### src/rtl/lph_ram.sv
// Generic single-clock RAM: one write port, one read port, registered read data.
// No dependencies.
`default_nettype none
module lph_ram #(
    parameter int WIDTH = 8,
    parameter int DEPTH = 16
) (
    input  wire logic                     i_clk,
    input  wire logic                     i_wr_en,
    input  wire logic [$clog2(DEPTH)-1:0] i_wr_addr,
    input  wire logic [WIDTH-1:0]         i_wr_data,
    input  wire logic                     i_rd_en,
    input  wire logic [$clog2(DEPTH)-1:0] i_rd_addr,
    output logic      [WIDTH-1:0]         o_rd_data
);
    logic [WIDTH-1:0] r_mem [DEPTH];

    always_ff @(posedge i_clk) begin
        if (i_wr_en) begin
            r_mem[i_wr_addr] <= i_wr_data;
        end
        if (i_rd_en) begin
            o_rd_data <= r_mem[i_rd_addr];
        end
    end
endmodule
`default_nettype wire

### config.mk
export PLATFORM = sky130hd
export DESIGN_NAME = lph_ram
export DESIGN_NICKNAME = d
export VERILOG_FILES = /design/src/rtl/lph_ram.sv
export SDC_FILE = /design/constraint.sdc
export NUM_CORES = 1
export LEC_CHECK = 0
export BUFFER_PORTS_ARGS = -buffer_cell sky130_fd_sc_hd__buf_4
export CORE_MARGIN = 10
export CORE_UTILIZATION = 57
export CTS_BUF_LIST = sky130_fd_sc_hd__clkbuf_2
export CTS_CLUSTER_DIAMETER = 60
export DETAILED_ROUTE_END_ITERATION = 8
export PLACE_DENSITY = 0.78
export SYNTH_ARGS = -nofsm -noshare
export SYNTH_HDL_FRONTEND = slang
export SYNTH_SLANG_ARGS = --single-unit
### constraint.sdc
create_clock -name i_clk -period 1.6 [get_ports i_clk]
set_clock_uncertainty 0.15 [all_clocks]
set_input_delay 0 -clock i_clk [delete_from_list [all_inputs] [get_ports i_clk]]
set_output_delay 0 -clock i_clk [all_outputs]
set_load 0.02 [all_outputs]
==> results_dict.tcl <==
set metrics [dict create \
    numPortBuffers 26 \
    synthesis.yosys.warnings 0 \
    cts_tree "built" \
    clk_root_buffer_cell "sky130_fd_sc_hd__clkbuf_2" \
    top_level_ports 27 \
    post_synth_mux_area_share_pct 14.79 \
    yosys-top-cells-area "sky130_fd_sc_hd__edfxtp_1 (78%), sky130_fd_sc_hd__mux4_2 (7.8%), sky130_fd_sc_hd__mux4_1 (7.0%)" \
    critical_path_peak_fanout 1 \
    switching_power_share_of_the_total_pct 21.89 \
    synthToLayoutAreaGrowth_pct 18.33 \
    clkSinkCount 136 \
    groute.layer.met1.usage_pct 21.09 \
    worst-setup-path-type "register to register" \
    cp-end-kind "register" \
    groute.layer.met2.usage_pct 26.28 \
    synth_seq_cells 136 \
    internal_power_uw 4939 \
    floorplan.die.width_um 115.8 \
    core_area_um2 8806 \
    p_leak_uw 0.002077 \
    dp_worst_setup_slack_ps -81.54 \
    rsz0062_at_grt "yes" \
    grt_start_max_net_pins 17 \
    worst_hold_path_type "input pin to register" \
    wl_per_cell_um 23.59 \
    synth_compound_area_share_pct 2.298 \
    postCtsSetupRepairBufs 0 \
    antenna_cells 0 \
    fin_util_pct 70.25 \
    use_met3_pct 4.444 \
    grt_pass1_wl_um 16180 \
    dominant_combinational_cell_family_by_area_after_synthesis "multiplexers" \
    vias 2600 \
    drv.max_cap_violation_count 0 \
    power.switching_uw 1385 \
    drc 0 \
    average_cell_area_after_synthesis_um2 22.83 \
    timing.max_slew.rel_slack_pct 69.99 \
    grt_util_all_layers_pct 16.44 \
    placementRows 34 \
    clock_latency_ps 620 \
    vias_per_cell 6.019 \
    wirelength_um 10190 \
    synthSimpleGateAreaFrac_pct 3.135 \
    worst_slew_pin_slew_ps 450.1 \
    pwr-share-seq_pct 63.7 \
    clk_transition_reported_paths_ps 180 \
    worst-endpoint-required_ps 1840 \
    layout_worst_path_cycle_share_pct 97.57 \
    pwr-share-comb_pct 7.9 \
    pwr-share-clk_pct 28.4 \
    initial_core_util_pct 59.36 \
    finalSetupViolCount 0 \
    design.final.nets 331 \
    pwr_density_cell_nw_per_um2 1022 \
    hold_slack_ps 70.42 \
    synth-seq-area-share_pct 78.12 \
    mappedNetlistArea_um2 5228 \
    detailedPlacementHpwl_um 6617 \
    tot_pwr_uw 6324 \
    syn_inst 229 \
    cp_data_arrival_time_ps 1800 \
    yosys.area_share.xor_xnor_pct 0 \
    fmax_mhz 640.6 \
    synth_largest_area_cell "sky130_fd_sc_hd__edfxtp_1" \
    layout.cells.most_common_list "sky130_fd_sc_hd__edfxtp_1 (136), sky130_fd_sc_hd__buf_4 (46), sky130_fd_sc_hd__mux4_2 (29)" \
    number_of_buffers_added_by_the_clock_tree_synthesis_step 17 \
    fraction_of_layout_cells_with_a_size_suffix_above_1_pct 37.35 \
    setup.worst_path.start_class "register" \
    die_height_um 115.8 \
    number_of_buffers_between_clock_root_and_the_deepest_sink 2 \
    route.antenna.remaining_nets 0 \
    synth_top_area_share_pct 78.12 \
    finalHoldViolations 0 \
    power.ir.vdd_worst_uv 561.7 \
    setup_ws_post_layout_ps 38.92 \
    synth_cell_types 18 \
    period_needed_ps 1561 \
    die_area_um2 13400 \
    h-tree-depth 4 \
    detail_route.first_pass.iterations 5 \
    layout_commonest_cell "sky130_fd_sc_hd__edfxtp_1" \
    synthAdderAreaFrac_pct 0 \
    gpl.final_weighted_congestion 0.7751 \
    gr-max-usage-layer "met2" \
    number_of_global_route_vias_before_repair 2818 \
    timing_max_transition_violations_final 0 \
    grt_antenna_before_repair 0 \
    synth_nets 248 \
    dr.first_iter.drc_count 187 \
    status "complete, no violations" \
    globalRouteOverflowTotal 0 \
]
## worst paths after layout
path	endpoint	cells past startpoint	from	slack, ps
setup / recovery	o_rd_data[7]	3	r_mem[1][7]	40
hold / removal	r_mem[5][3]	2	i_wr_data[3]	70
setup reg to reg	o_rd_data[7]	3	r_mem[1][7]	40
hold reg to reg	o_rd_data[6]	3	r_mem[14][6]	630
## critical path, cell delays in order, from the launching register on
cell	delay, ps
sky130_fd_sc_hd__edfxtp_1	420
sky130_fd_sc_hd__mux4_2	470
sky130_fd_sc_hd__a22oi_2	210
sky130_fd_sc_hd__nand2_1	90
## state kept, by name, indices dropped and copies added (netlist names)
name,cells
o_rd_data,8
r_mem,128
## layout make-up
class | count | area [um2]
clock inverters | 12 | 110.1
well taps | 108 | 135.1
repair buffers | 74 | 685.7
clock buffers | 19 | 95.09
flip-flops and latches | 136 | 4084
multi-input cells | 83 | 1076
fillers | 537 | 2620
## metrics by stage
| stage | TNS, ps | cells | instance area (um2) |
|---|---|---|---|
| 4_1_cts | 0 | 433 | 6192 |
| 5_1_grt | -32.38 | 432 | 6186 |
| 6_report | 0 | 432 | 6186 |
| 2_1_floorplan | 0 | 229 | 5233 |
| 3_5_place_dp | -296.4 | 379 | 5747 |
| 3_3_place_gp | -172.4 | 379 | 5747 |
## logic make-up after synthesis
logic type / count (synthesis)
compound gates: 16
buf+inv: 10
flops: 136
mux: 32
simple gates: 35
## synth_stat cells
master                              n
sky130_fd_sc_hd__edfxtp_1         136
sky130_fd_sc_hd__mux4_2            18
sky130_fd_sc_hd__a22oi_1           16
sky130_fd_sc_hd__mux4_1            14
sky130_fd_sc_hd__nor2_1            13
sky130_fd_sc_hd__nand2_1            9
sky130_fd_sc_hd__nor3_1             4
sky130_fd_sc_hd__buf_2              3
sky130_fd_sc_hd__buf_6              3
sky130_fd_sc_hd__clkdlybuf4s25_2    3
sky130_fd_sc_hd__nand2b_1           2
sky130_fd_sc_hd__nand3b_1           2
sky130_fd_sc_hd__and2_1             1
sky130_fd_sc_hd__and2b_1            1
sky130_fd_sc_hd__buf_4              1
sky130_fd_sc_hd__nand3_1            1
sky130_fd_sc_hd__nor2b_1            1
sky130_fd_sc_hd__or3b_2             1
## what timing repair did
action                                  in CTS  in global routing
gates resized for setup                      9                 13
pin swaps                                    1                  6
hold buffers                                23                  0
endpoints found under the hold margin      272                  0
gates cloned                                 0                  0
endpoints found under the setup margin       5                  8
## power by group through the flow
stage	clock network (uW)	registers, uW	logic, uW
floorplan	0	4130	203
CTS	1840	4030	489
global route	1990	4040	538
finish	1790	4030	499
global placement	0	4110	422
detailed placement	0	4110	436
## layer usage
layer / share of wire [%] / routed length [um]
met1: 42 / 4325
met2: 50 / 5097
met3: 6.6 / 668
met4: 0.96 / 98
met5: 0 / 0
Note: power is estimated with default switching activity, not from simulation.
